## config.mk

```make
export PLATFORM = sky130hd
export DESIGN_NAME = nf4_double_quant_dequant
export DESIGN_NICKNAME = d
export VERILOG_FILES = /design/src/rtl/core/nf4dq_pkg.sv /design/src/rtl/core/nf4dq_front.sv /design/src/rtl/core/nf4dq_fifo.sv /design/src/rtl/core/nf4dq_back.sv /design/src/rtl/core/nf4_double_quant_dequant.sv
export SDC_FILE = /design/constraint.sdc
export NUM_CORES = 2
export LEC_CHECK = 0
export ABC_AREA = 0
export ABC_CLOCK_PERIOD_IN_PS = 10830
export BUFFER_PORTS_ARGS = -buffer_cell sky130_fd_sc_hd__buf_2
export CAP_MARGIN = 30
export CORE_ASPECT_RATIO = 1.5
export CORE_MARGIN = 3
export CORE_UTILIZATION = 50
export CTS_BUF_LIST = sky130_fd_sc_hd__clkbuf_2
export DETAILED_ROUTE_END_ITERATION = 10
export GPL_TIMING_DRIVEN = 0
export PLACE_DENSITY_LB_ADDON = 0.12
export SYNTH_ARGS = -nofsm -noshare
export SYNTH_HDL_FRONTEND = slang
export SYNTH_HIERARCHICAL = 1
export SYNTH_SLANG_ARGS = --single-unit
```

## constraint.sdc

```tcl
create_clock -name clk -period 10.83 [get_ports clk]
set_input_delay 2.166 -clock clk [delete_from_list [all_inputs] [get_ports clk]]
set_output_delay 2.166 -clock clk [all_outputs]
set_load 0.01 [all_outputs]
```

## src/rtl/core/nf4dq_pkg.sv

```systemverilog
// shared types, constants and fp32 helper functions for the nf4 dequantizer
// no dependencies
package nf4dq_pkg;

	localparam int DEF_MAX_GROUP_PAIRS = 2048;
	localparam int GROUP_PAIRS_RST = 32;
	localparam logic [31:0] GLOBAL_SCALE_RST = 32'h3F80_0000;
	localparam logic [31:0] FP32_ONE = 32'h3F80_0000;
	localparam logic [31:0] CANON_NAN = 32'h7FC0_0000;
	localparam int CFG_DW = 32;
	localparam int GP_FIELD_W = 12;

	localparam int QDEPTH = 4;
	localparam int QAW = $clog2(QDEPTH);

	// configuration register indexes
	localparam logic CFG_GLOBAL_SCALE = 1'b0;
	localparam logic CFG_GROUP_PAIRS = 1'b1;

	// opcodes
	localparam logic OP_SCALE = 1'b0;
	localparam logic OP_WEIGHT = 1'b1;

	typedef struct packed {
		logic opcode;
		logic [7:0] data_byte;
		logic odd_tail;
		logic tensor_end_in;
	} in_item_t;

	typedef struct packed {
		logic [31:0] weight_bits;
		logic run_last;
		logic tensor_end_out;
		logic group_overrun;
	} out_item_t;

	// classified item in the queue
	typedef struct packed {
		logic is_scale;
		logic [7:0] data_byte;
		logic odd_tail;
		logic tensor_end;
		logic overrun;
	} q_item_t;

	typedef struct packed {
		logic full;
		logic empty;
		logic [QAW:0] count;
	} q_stat_t;

	typedef struct packed {
		logic is_scale;
		logic last;
		logic tend;
		logic over;
	} op_meta_t;

	// unpacked fp32 operand: value = man * 2^(ex-23)
	typedef struct packed {
		logic sgn;
		logic zero;
		logic inf;
		logic nan;
		logic signed [9:0] ex;
		logic [23:0] man;
	} unp_t;

	function automatic logic [31:0] nf4_value(input logic [3:0] nib);
		logic [31:0] v;
		unique case (nib)
			4'd0: v = 32'hBF80_0000;
			4'd1: v = 32'hBF32_39B1;
			4'd2: v = 32'hBF06_6B30;
			4'd3: v = 32'hBECA_32A0;
			4'd4: v = 32'hBE91_A24D;
			4'd5: v = 32'hBE3D_353F;
			4'd6: v = 32'hBDBA_7871;
			4'd7: v = 32'h0000_0000;
			4'd8: v = 32'h3DA2_FAFF;
			4'd9: v = 32'h3E24_CAE3;
			4'd10: v = 32'h3E7C_04DD;
			4'd11: v = 32'h3EAD_033A;
			4'd12: v = 32'h3EE1_A4B8;
			4'd13: v = 32'h3F10_07AB;
			4'd14: v = 32'h3F39_13B3;
			default: v = 32'h3F80_0000;
		endcase
		return v;
	endfunction

	function automatic logic [31:0] e4m3_decode(input logic [7:0] b);
		logic [3:0] ex;
		logic [2:0] man;
		logic [31:0] r;
		ex = b[6:3];
		man = b[2:0];
		if (ex == 4'd0) begin
			unique case (man)
				3'd0: r = 32'h0000_0000;
				3'd1: r = {1'b0, 8'd118, 23'h00_0000};
				3'd2: r = {1'b0, 8'd119, 23'h00_0000};
				3'd3: r = {1'b0, 8'd119, 23'h40_0000};
				3'd4: r = {1'b0, 8'd120, 23'h00_0000};
				3'd5: r = {1'b0, 8'd120, 23'h20_0000};
				3'd6: r = {1'b0, 8'd120, 23'h40_0000};
				default: r = {1'b0, 8'd120, 23'h60_0000};
			endcase
		end else if (ex == 4'd15) begin
			r = FP32_ONE;
		end else begin
			r = {1'b0, 8'({4'd0, ex} + 8'd120), man, 20'd0};
		end
		r[31] = r[31] ^ b[7];
		return r;
	endfunction

	function automatic logic [4:0] msb_index(input logic [22:0] f);
		logic [4:0] p;
		p = 5'd0;
		for (int i = 0; i < 23; i++) begin
			if (f[i]) p = 5'(i);
		end
		return p;
	endfunction

	function automatic unp_t fp_unpack(input logic [31:0] x);
		unp_t u;
		logic [4:0] p;
		p = msb_index(x[22:0]);
		u.sgn = x[31];
		u.zero = (x[30:0] == 31'd0);
		u.inf = (x[30:23] == 8'hFF) && (x[22:0] == 23'd0);
		u.nan = (x[30:23] == 8'hFF) && (x[22:0] != 23'd0);
		if (x[30:23] != 8'd0) begin
			u.ex = $signed({2'b00, x[30:23]}) - 10'sd127;
			u.man = {1'b1, x[22:0]};
		end else begin
			// subnormal: move the leading one up to bit 23
			u.ex = $signed({5'd0, p}) - 10'sd149;
			u.man = 24'({1'b0, x[22:0]} << (5'd23 - p));
		end
		return u;
	endfunction

	// normalize, round to nearest even, handle underflow and overflow
	function automatic logic [31:0] fp_round(input logic [47:0] p,
		input logic signed [10:0] e, input logic sgn);
		logic [47:0] n;
		logic signed [10:0] er;
		logic signed [10:0] be;
		logic [5:0] sh;
		logic [47:0] t;
		logic [47:0] msk;
		logic [23:0] keep;
		logic g;
		logic s;
		logic inc;
		logic [7:0] efld;
		logic [30:0] base;
		logic [30:0] r;
		n = p[47] ? p : (p << 1);
		er = p[47] ? (e + 11'sd1) : e;
		be = er + 11'sd127;
		if (be >= 11'sd1) sh = 6'd0;
		else if (be < -11'sd46) sh = 6'd48;
		else sh = 6'(11'sd1 - be);
		t = n >> sh;
		msk = (48'd1 << sh) - 48'd1;
		keep = t[47:24];
		g = t[23];
		s = (|(n & msk)) | (|t[22:0]);
		inc = g & (s | keep[0]);
		efld = (be >= 11'sd1) ? be[7:0] : 8'd0;
		base = {efld, keep[22:0]};
		r = base + {30'd0, inc};
		if (be >= 11'sd255) return {sgn, 8'hFF, 23'd0};
		return {sgn, r};
	endfunction

endpackage

```

## src/rtl/core/nf4dq_front.sv

```systemverilog
// front end: accepts items, tracks the group byte count, flags overruns
// depends on nf4dq_pkg
module nf4dq_front
	import nf4dq_pkg::*;
#(
	parameter int MAX_GROUP_PAIRS = DEF_MAX_GROUP_PAIRS
) (
	input logic clk,
	input logic arst_n,
	input logic cfg_write_en,
	input logic cfg_index,
	input logic [CFG_DW-1:0] cfg_wdata,
	input logic in_valid,
	output logic in_stall,
	input in_item_t in_item,
	input q_stat_t q_stat,
	output logic push,
	output q_item_t push_item
);

	localparam int GPW = $clog2(MAX_GROUP_PAIRS + 1);
	localparam int GP_RST = (GROUP_PAIRS_RST < MAX_GROUP_PAIRS) ? GROUP_PAIRS_RST
		: MAX_GROUP_PAIRS;

	logic [GPW-1:0] group_pairs_q;
	logic [GPW-1:0] pairs_q;
	logic [GP_FIELD_W-1:0] gp_raw;
	logic [GPW-1:0] gp_clamped;
	logic full_group;
	logic accept;

	assign in_stall = q_stat.full;
	assign accept = in_valid && !q_stat.full;
	assign full_group = (pairs_q >= group_pairs_q);

	// clamp the group size to 1..max
	assign gp_raw = cfg_wdata[GP_FIELD_W-1:0];
	always_comb begin
		if (gp_raw == '0) gp_clamped = GPW'(1);
		else if (32'(gp_raw) > 32'(MAX_GROUP_PAIRS)) gp_clamped = GPW'(MAX_GROUP_PAIRS);
		else gp_clamped = GPW'(gp_raw);
	end

	always_ff @(posedge clk or negedge arst_n) begin
		if (!arst_n) begin
			group_pairs_q <= GPW'(GP_RST);
			pairs_q <= GPW'(GP_RST);
		end else begin
			if (cfg_write_en && cfg_index == CFG_GROUP_PAIRS) group_pairs_q <= gp_clamped;
			if (accept) begin
				if (in_item.opcode == OP_SCALE) pairs_q <= '0;
				else if (!full_group) pairs_q <= pairs_q + GPW'(1);
			end
		end
	end

	assign push = accept;
	always_comb begin
		push_item.is_scale = (in_item.opcode == OP_SCALE);
		push_item.data_byte = in_item.data_byte;
		push_item.odd_tail = in_item.odd_tail;
		push_item.tensor_end = in_item.tensor_end_in;
		push_item.overrun = full_group;
	end

endmodule

```

## src/rtl/core/nf4dq_fifo.sv

```systemverilog
// small queue between front and back end
// depends on nf4dq_pkg
module nf4dq_fifo
	import nf4dq_pkg::*;
(
	input logic clk,
	input logic arst_n,
	input logic push,
	input q_item_t push_item,
	input logic pop,
	output q_item_t head,
	output q_stat_t stat
);

	q_item_t mem [QDEPTH];
	logic [QAW-1:0] wr_ptr_q;
	logic [QAW-1:0] rd_ptr_q;
	logic [QAW:0] count_q;

	always_ff @(posedge clk) begin
		if (push) mem[wr_ptr_q] <= push_item;
	end

	always_ff @(posedge clk or negedge arst_n) begin
		if (!arst_n) begin
			wr_ptr_q <= '0;
			rd_ptr_q <= '0;
			count_q <= '0;
		end else begin
			if (push) wr_ptr_q <= wr_ptr_q + QAW'(1);
			if (pop) rd_ptr_q <= rd_ptr_q + QAW'(1);
			if (push && !pop) count_q <= count_q + (QAW+1)'(1);
			else if (pop && !push) count_q <= count_q - (QAW+1)'(1);
		end
	end

	assign head = mem[rd_ptr_q];
	assign stat.full = (count_q == (QAW+1)'(QDEPTH));
	assign stat.empty = (count_q == '0);
	assign stat.count = count_q;

endmodule

```

## src/rtl/core/nf4dq_back.sv

```systemverilog
// back end: scale decode, shared fp32 multiplier, output register
// depends on nf4dq_pkg
module nf4dq_back
	import nf4dq_pkg::*;
(
	input logic clk,
	input logic arst_n,
	input logic cfg_write_en,
	input logic cfg_index,
	input logic [CFG_DW-1:0] cfg_wdata,
	input logic q_valid,
	input q_item_t q_head,
	output logic q_pop,
	output logic out_valid,
	input logic out_stall,
	output out_item_t out_item
);

	logic [31:0] gscale_q;
	logic [31:0] group_scale_q;
	logic phase_q;
	logic scale_busy_q;
	logic adv;
	logic issue;
	logic [31:0] op_a;
	logic [31:0] op_b;
	op_meta_t meta;

	logic s1_vld;
	op_meta_t meta_s1;
	unp_t ua_s1;
	unp_t ub_s1;

	logic s2_vld;
	op_meta_t meta_s2;
	logic [47:0] prod_s2;
	logic signed [10:0] exp_s2;
	logic sgn_s2;
	logic zero_s2;
	logic inf_s2;
	logic nan_s2;
	logic [31:0] res;

	assign adv = !(out_valid && out_stall);
	assign issue = adv && q_valid && !scale_busy_q;

	// operand select: scale decode, or one nibble of a weight byte
	always_comb begin
		meta.is_scale = q_head.is_scale;
		meta.over = q_head.overrun;
		if (q_head.is_scale) begin
			op_a = e4m3_decode(q_head.data_byte);
			op_b = gscale_q;
			meta.last = 1'b0;
			meta.tend = 1'b0;
			q_pop = issue;
		end else begin
			op_a = nf4_value(phase_q ? q_head.data_byte[7:4] : q_head.data_byte[3:0]);
			op_b = group_scale_q;
			meta.last = phase_q || q_head.odd_tail;
			meta.tend = meta.last && q_head.tensor_end;
			q_pop = issue && meta.last;
		end
	end

	always_comb begin
		if (nan_s2) res = CANON_NAN;
		else if (inf_s2) res = {sgn_s2, 8'hFF, 23'd0};
		else if (zero_s2) res = {sgn_s2, 31'd0};
		else res = fp_round(prod_s2, exp_s2, sgn_s2);
	end

	always_ff @(posedge clk or negedge arst_n) begin
		if (!arst_n) begin
			gscale_q <= GLOBAL_SCALE_RST;
			group_scale_q <= FP32_ONE;
			phase_q <= 1'b0;
			scale_busy_q <= 1'b0;
			s1_vld <= 1'b0;
			s2_vld <= 1'b0;
			out_valid <= 1'b0;
		end else begin
			if (cfg_write_en && cfg_index == CFG_GLOBAL_SCALE) gscale_q <= cfg_wdata;
			if (adv) begin
				s1_vld <= issue;
				s2_vld <= s1_vld;
				out_valid <= s2_vld && !meta_s2.is_scale;
				if (issue && !q_head.is_scale) phase_q <= !meta.last;
				if (issue && q_head.is_scale) scale_busy_q <= 1'b1;
				else if (s2_vld && meta_s2.is_scale) begin
					group_scale_q <= res;
					scale_busy_q <= 1'b0;
				end
			end
		end
	end

	always_ff @(posedge clk) begin
		if (adv) begin
			meta_s1 <= meta;
			ua_s1 <= fp_unpack(op_a);
			ub_s1 <= fp_unpack(op_b);
			meta_s2 <= meta_s1;
			prod_s2 <= ua_s1.man * ub_s1.man;
			exp_s2 <= $signed({ua_s1.ex[9], ua_s1.ex}) + $signed({ub_s1.ex[9], ub_s1.ex});
			sgn_s2 <= ua_s1.sgn ^ ub_s1.sgn;
			zero_s2 <= ua_s1.zero || ub_s1.zero;
			inf_s2 <= ua_s1.inf || ub_s1.inf;
			nan_s2 <= ua_s1.nan || ub_s1.nan || (ua_s1.inf && ub_s1.zero)
				|| (ub_s1.inf && ua_s1.zero);
			out_item.weight_bits <= res;
			out_item.run_last <= meta_s2.last;
			out_item.tensor_end_out <= meta_s2.tend;
			out_item.group_overrun <= meta_s2.over;
		end
	end

endmodule

```

## src/rtl/core/nf4_double_quant_dequant.sv

```systemverilog
// top level of the nf4 dequantizer with e4m3 group scales
// depends on nf4dq_pkg, nf4dq_front, nf4dq_fifo, nf4dq_back
//
// items come in as scale bytes or packed weight bytes; the front end counts
// bytes per group, flags overruns and drops classified items into a four-entry
// queue. the back end pops them and runs every multiply through one fp32
// multiplier with registered operand unpack and 24x24 product stages, then
// normalize and round into an output register. a weight byte gives two
// results (one for an odd tail), one result per cycle while the output does
// not stall and no scale is in flight, and a new weight byte is taken up while
// the previous one is still in the multiplier. a scale byte occupies the
// multiplier and holds back later weights until its product lands in the group
// scale register. the output register does not let new items enter while a
// result waits; a stall on the output freezes the back end and, once the queue
// fills, raises in_stall. there is no clearing pass after reset.
module nf4_double_quant_dequant
	import nf4dq_pkg::*;
#(
	parameter int MAX_GROUP_PAIRS = DEF_MAX_GROUP_PAIRS
) (
	input logic clk,
	input logic arst_n,
	input logic cfg_write_en,
	input logic cfg_index,
	input logic [CFG_DW-1:0] cfg_wdata,
	input logic in_valid,
	output logic in_stall,
	input in_item_t in_item,
	output logic out_valid,
	input logic out_stall,
	output out_item_t out_item
);

	// queue handshake between the two halves
	logic push;
	q_item_t push_item;
	logic pop;
	q_item_t head;
	q_stat_t q_stat;

	nf4dq_front #(
		.MAX_GROUP_PAIRS(MAX_GROUP_PAIRS)
	) u_front (
		.clk(clk),
		.arst_n(arst_n),
		.cfg_write_en(cfg_write_en),
		.cfg_index(cfg_index),
		.cfg_wdata(cfg_wdata),
		.in_valid(in_valid),
		.in_stall(in_stall),
		.in_item(in_item),
		.q_stat(q_stat),
		.push(push),
		.push_item(push_item)
	);

	nf4dq_fifo u_fifo (
		.clk(clk),
		.arst_n(arst_n),
		.push(push),
		.push_item(push_item),
		.pop(pop),
		.head(head),
		.stat(q_stat)
	);

	// back end sees the queue head whenever the queue holds something
	nf4dq_back u_back (
		.clk(clk),
		.arst_n(arst_n),
		.cfg_write_en(cfg_write_en),
		.cfg_index(cfg_index),
		.cfg_wdata(cfg_wdata),
		.q_valid(!q_stat.empty),
		.q_head(head),
		.q_pop(pop),
		.out_valid(out_valid),
		.out_stall(out_stall),
		.out_item(out_item)
	);

	// queue never holds more than its depth
	assert property (@(posedge clk) disable iff (!arst_n)
		q_stat.count <= (QAW+1)'(QDEPTH))
		else $error("queue count above depth");

	// any nan leaving the block is the canonical one
	assert property (@(posedge clk) disable iff (!arst_n)
		out_valid && (out_item.weight_bits[30:0] > 31'h7F80_0000)
		|-> out_item.weight_bits == CANON_NAN)
		else $error("non-canonical nan on output");

	// end of tensor only on the last result of a byte
	assert property (@(posedge clk) disable iff (!arst_n)
		out_valid && out_item.tensor_end_out |-> out_item.run_last)
		else $error("tensor end without run last");

endmodule

```

Word-level counts from Yosys, hierarchy flattened --
Memories as Yosys holds them, arrays and structs flattened. Index checks and enable logic that the tools add are counted.
Cells by class: add/sub/neg operators 18, multipliers 1, order comparisons 5, equal/unequal tests 11, shifts and indexed selects 4, multiplexer cells 84, bitwise operators 10, reduce and logical (&&, ||, !) cells 55
Operators with widths (count):
- $mux W32 | 9
- $pmux W30 S7 | 1
- $mux W5 | 16
- $mux W34 | 2
- $mux W4 | 17
- $logic_not A31 Y1 | 2
- $and A48 B48 Y48 | 1
- $mul A24 B24 Y48 | 1
- $mux W12 | 4
- $mux W48 | 1
- $reduce_or A48 Y1 | 1
- $shl A1 B6 Y48 const A | 1
- $shl A23 B5 Y24 | 2
- $shr A48 B6 Y47 | 1
- $sub A48 B1 Y48 const B | 1
- $logic_not A23 Y1 | 2
- $reduce_bool A23 Y1 | 2
- $add A31 B1 Y31 | 1
- $mux W31 | 1
- $mux W3 | 10
- $mux W6 | 5
- $reduce_or A23 Y1 | 1
- $logic_and A1 B1 Y1 | 20
- $sub A5 B8 Y9 const B | 2
- 39 further kinds | 84
Word-level totals: bits in registers 282, bits in writable memories 48, memory bits (read-only) 496, input port bits 49, output and inout bits 37, logic and storage cells 234, memories 2
Memories:
- (name not given) | depth 16, bits a word 31, rd ports 1, clocked after Yosys merged registers in 0, write ports 0, line nf4dq_pkg.sv:72 | unique case (nib)
- u_fifo.mem | depth 4, bits a word 12, rd ports 1, clocked after Yosys merged registers in 0, write ports 1, line nf4dq_fifo.sv:15 | q_item_t mem [QDEPTH];

Longest topological paths before layout --
An unclocked memory read counts as a cell.
depth in word-level cells 33, depth in mapped cells 40, depth with buffers taken out 30

Hierarchy --
Netlist, hierarchy kept.
By module, submodules not included:
- nf4dq_back | times used 1, cells an instance 4377, area an instance 38366.8 µm², sequential area each 7149.4 µm²
- nf4dq_fifo | times used 1, cells an instance 97, area an instance 2153.3 µm², sequential area each 1616.6 µm²
- nf4dq_front | times used 1, cells an instance 182, area an instance 1595.3 µm², sequential area each 603.1 µm²
- nf4_double_quant_dequant | times used 1, cells an instance 1, area an instance 3.8 µm², sequential area each 0.0 µm²

Worst setup path before layout --
No wires, ideal clock.
path kind reg2reg, start point register u_back.prod_s2[47], end point register, netlist name u_back/out_item[3], setup time 0.266 ns, arrival time 9.326 ns, required time 10.564 ns, path slack 1.238 ns, cell stages (with the launch flop) 40, path buffers 20, clock period less this slack 9.592 ns, cells stage by stage edfxtp_1 > buf_6 > buf_2 > buf_1 > buf_1 > buf_1 > clkbuf_1 > buf_1 > clkbuf_1 > mux2_2 > ha_1 > inv_1 > clkbuf_1 > clkbuf_1 > clkbuf_1 > ha_1 > buf_1 > a221oi_1 > [4 not listed] > a22oi_1 > buf_6 > buf_4 > buf_4 > buf_2 > buf_1 > clkbuf_1 > o21ai_0 > ha_1 > clkbuf_1 > inv_1 > o31a_1 > a311oi_1 > or4_1 > nor4_1 > nand4_1 > a211oi_1 > o21ai_0
Between the ends: word-level cells in the longest chain between the ends 20, elaborated cells between the ends (all ways) 30, classes of those cells add/sub: 4; order compare: 3; shift: 2; mux: 15; bitwise: 4; reduce/logical: 2
Ends and longest elaborated chain:
- start, declared | line nf4dq_back.sv:36 | logic [47:0] prod_s2;
- start signal, assigned | line nf4dq_back.sv:104 | prod_s2 <= ua_s1.man * ub_s1.man;
- $mux W11 | line nf4dq_pkg.sv:164 | er = p[47] ? (e + 11'sd1) : e;
- $add A11 B8 Y11 | line nf4dq_pkg.sv:165 | be = er + 11'sd127;
- $lt A11 B7 Y1 / $sub A2 B6 Y6 (equally long branches) | line nf4dq_pkg.sv:167, nf4dq_pkg.sv:168
- $mux W6 | line nf4dq_pkg.sv:167 | else if (be < -11'sd46) sh = 6'd48;
- $mux W6 | line nf4dq_pkg.sv:166 | if (be >= 11'sd1) sh = 6'd0;
- $mux W6 | line nf4dq_back.sv:69 | else if (zero_s2) res = {sgn_s2, 31'd0};
- $mux W6 | line nf4dq_back.sv:68 | else if (inf_s2) res = {sgn_s2, 8'hFF, 23'd0};
- $mux W6 | line nf4dq_back.sv:67 | if (nan_s2) res = CANON_NAN;
- [5 not listed]
- $or A1 B1 Y1 | line nf4dq_pkg.sv:174 | inc = g & (s | keep[0]);
- $and A1 B1 Y1 | line nf4dq_pkg.sv:174
- $add A31 B1 Y31 | line nf4dq_pkg.sv:177 | r = base + {30'd0, inc};
- $mux W32 (*) | line nf4dq_pkg.sv:179 | return {sgn, r};
- $mux W32 (*) | line nf4dq_back.sv:69
- $mux W32 (*) | line nf4dq_back.sv:68
- $mux W32 (*) | line nf4dq_back.sv:67
- via u_back.res[0] | line nf4dq_back.sv:42 | logic [31:0] res;
The timed path passes the listed nets; every way through them passes the cells marked *. The select of a mux whose other input is x is not followed. A chain may end at the register's enable or synchronous reset.

Worst setup path after layout --
start point register u_back.prod_s2[47], end point register, netlist name u_back/out_item[3]
Between the ends: word-level cells in the longest chain between the ends 20, elaborated cells between the ends (all ways) 30, classes of those cells add/sub: 4; order compare: 3; shift: 2; mux: 15; bitwise: 4; reduce/logical: 2
Ends and longest elaborated chain (line):
- $mux W11 | nf4dq_pkg.sv:164
- $add A11 B8 Y11 | nf4dq_pkg.sv:165
- $lt A11 B7 Y1 / $sub A2 B6 Y6 (equally long branches) | nf4dq_pkg.sv:167, nf4dq_pkg.sv:168
- $mux W6 | nf4dq_pkg.sv:167
- $mux W6 | nf4dq_pkg.sv:166
- $mux W6 | nf4dq_back.sv:69
- $mux W6 | nf4dq_back.sv:68
- $mux W6 | nf4dq_back.sv:67
- [5 not listed]
- $or A1 B1 Y1 | nf4dq_pkg.sv:174
- $and A1 B1 Y1 | nf4dq_pkg.sv:174
- $add A31 B1 Y31 | nf4dq_pkg.sv:177
- $mux W32 (*) | nf4dq_pkg.sv:179
- $mux W32 (*) | nf4dq_back.sv:69
- $mux W32 (*) | nf4dq_back.sv:68
- $mux W32 (*) | nf4dq_back.sv:67
- via u_back.res[0] | nf4dq_back.sv:42
Marks and branches as above.

==> impl_metrics.py <==
metrics = {
    "yosys": {
        "synth_warnings": 6,
        "synth.area.top_cells": "fa_1 (23%), edfxtp_1 (16%), ha_1 (6.6%)",
        "synth_top_area_share_pct": 23.00,
        "syn_inst": 4657,
        "syn-cell-area_sq_um": 42120,
        "ys_top_cells_by_count": "nand2_1 (637), inv_1 (563), fa_1 (484), nor2_1 (270), and2_1 (243)",
        "ys_seq_area_share_pct": 22.24,
        "synth_top_area_cell": "fa_1",
        "synth_cell_type_count": 110,
        "ys_seq_elements": 328,
        "synth_ff_type": "edfxtp_1",
        "ys_async_sr_fraction_pct": 30.49,
        "avgSynthCellArea_sq_um": 9.044,
        "yosys.cell_count.top_type": "nand2_1",
        "synth_edf_count": 228,
    },
    "place": {
        "dp.cells": 5861,
        "place.gp.congestion": 1.031,
        "port_buffers": 75,
        "dp_hpwl_mm": 132.1,
    },
    "routing": {
        "final_antenna_net_count": 0,
        "drt_iter0_markers": 3604,
        "drc": 0,
        "dr.pass1.iters": 6,
        "viasPerCell": 6.225,
        "routed_wl_mm": 164.9,
        "routedWlPerCell_um": 27.45,
        "num_vias": 37390,
    },
    "die": {
        "dieWidth_um": 243.0,
        "die_y_um": 361.5,
        "num_rows": 129,
        "core_area_sq_um": 82960,
        "ioPinCount": 86,
        "dieArea_sq_um": 87830,
        "start_util_pct": 50.77,
    },
    "sta": {
        "report.final.slew_viol_count": 0,
        "period_share_pct": 95.10,
        "worst_pin_slew_ps": 1223,
        "setup_viol": 0,
        "grt_setup_unrepaired": "no",
        "finClkSkew_ps": 184.2,
        "fmax_mhz": 97.09,
        "min_period_ps": 10300,
        "relSlewSlack_pct": 17.43,
        "finalHoldViolCount": 0,
    },
    "cts": {
        "cts_htree_levels": 3,
        "clk_pin_slew_ps": 110,
        "clockBufferDepth": 3,
        "clockRootBuffer": "clkbuf_2",
        "cts_made_buffers": 78,
        "clkLatencyLatePin_ps": 1260,
        "cts_tree": "yes",
        "cts.sinks": 328,
    },
    "setup_path": {
        "start_kind": "flop",
        "worstSetupPathType": "flop to flop",
        "cp_data_arrival_time_ps": 11280,
        "cp_max_fo": 12,
        "r2r-start": "u_back/prod_s2[47]",
        "end_kind": "flop",
        "reg2reg_depth": 38,
        "path_buf_inv": 21,
        "worstPathRequired_ps": 11810,
        "crit_end": "u_back/out_item[3]",
        "worst-r2r-setup-slack_ps": 530,
        "worstReg2RegEnd": "u_back/out_item[3]",
        "cp_slowest_cell": "or4_1",
        "critPathTopFamily": "buffers and inverters",
        "critPathMaxStageDelay_ps": 520,
        "worst-path-stages": 38,
        "crit_start": "u_back/prod_s2[47]",
    },
    "cells_and_area": {
        "fill_cells": 8001,
        "nets": 5583,
        "seq_area_sq_um": 9369,
        "synthToLayoutAreaGrowth_pct": 6.607,
        "stdcell_count": 6007,
        "layout-drive-gt1-share_pct": 9.106,
        "multi_input_area_sq_um": 29400,
    },
    "global_route": {
        "grt_pass1_wl_mm": 243.3,
        "grt.overflow.total": 0,
        "antenna_found_initial": 12,
        "grt_start_max_net_pins": 71,
        "grt_pass1_vias": 38210,
        "grt_usage_pct": 37.41,
    },
    "outcome": {
        "status": "complete, no violations",
    },
    "flow_run": {
        "drv_cap": 0,
    },
    "hold_path": {
        "hold_path_class": "flop to flop",
        "whs_path_depth": 0,
    },
}
## worst min-delay path by stage
stage                            startpoint            endpoint
final                     u_back/meta_s1[0]   u_back/meta_s2[0]
after global placement    u_back/meta_s1[2]   u_back/meta_s2[2]
after detailed placement  u_back/meta_s1[2]   u_back/meta_s2[2]
after floorplan           u_back/meta_s1[0]   u_back/meta_s2[0]
after CTS                 u_back/meta_s2[0]  u_back/out_item[0]
after global routing      u_back/meta_s1[1]   u_back/meta_s2[1]
## metal layers
metal | share of wire, % | GRT usage (%) | vias up
li1 | - | - | 16210
met1 | 35 | 42.19 | 18540
met2 | 48 | 63.80 | 1946
met3 | 7.3 | 6.064 | 696
met4 | 9.3 | 28.17 | 4
met5 | 0.016 | 0 | -
## sequential cells by signal, summed over array words and instances (netlist names), 2 cells and up
register and cells:
u_back/prod_s2 48, u_fifo/mem 48, u_back/ua_s1 37, u_back/ub_s1 37
u_back/out_item 35, u_back/group_scale_q 32, u_back/gscale_q 32, u_front/group_pairs_q 12
u_front/pairs_q 12, u_back/exp_s2 11, u_back/meta_s1 4, u_back/meta_s2 4
u_fifo/count_q 3, u_fifo/rd_ptr_q 2, u_fifo/wr_ptr_q 2
## what timing repair did
action                     in CTS  in global routing
pin swaps                       0                  1
gates resized for setup        20                 13
gates cloned                    0                  0
hold buffers                    0                  0
setup endpoints to repair      62                  9
buffers inserted                0                  1
## cells in the final DEF (no fill, tap or decap), types with 21 or more instances in the layout
cell type	instances
fa_1	484
mux2_2	88
clkbuf_2	105
o22ai_1	53
dfrtp_1	84
xor2_1	38
clkbuf_1	208
buf_4	27
o21a_1	21
a21oi_1	210
a31oi_1	27
inv_1	561
nor2_1	270
nand4_1	29
nand3_1	107
clkinv_1	29
o31ai_1	32
nor3_1	76
a21o_1	44
edfxtp_1	228
o211ai_1	33
nand2_1	636
and2_1	243
nand2b_1	25
xnor2_1	81
ha_1	223
mux2i_1	122
a211oi_1	40
nor4_1	26
buf_2	96
and3_1	22
o21ai_0	199
## per-stage QoR
stage               setup slack [ps]  hold WS, ps  setup TNS (ps)  instance area, sq um  util [%]
global placement               -3111        404.8          -74230                 43890     52.90
floorplan                       1238        400.3               0                 42120         -
finish                         530.6        431.6               0                 44900     54.12
detailed placement             -3010        409.3          -73960                 44090     53.14
global route                   42.60        447.5               0                 44890     54.11
CTS                            98.33        433.5               0                 44860     54.07
## layout make-up
class,count,area share (%)
clock buffers,98,1.092
diodes,7,0.03901
multi-input cells,3476,65.47
flip-flops and latches,328,20.87
repair buffers,92,1.287
inverters,566,4.740
clock inverters,42,0.5712
well taps,1113,3.101
plain buffers,285,2.831
## cells by family after synthesis
group | synth area share (%)
AO/OA/AOI/OAI | 14.02
XOR/XNOR | 2.629
adder cells (fa/ha/maj) | 29.63
buffers and inverters | 8.027
flip-flops | 22.24
multiplexers | 6.286
other | 0.008903
AND/OR/NAND/NOR | 17.15
Power is not shown: default switching activity piles up to over one toggle a cycle in this logic, so the estimate is an artifact.
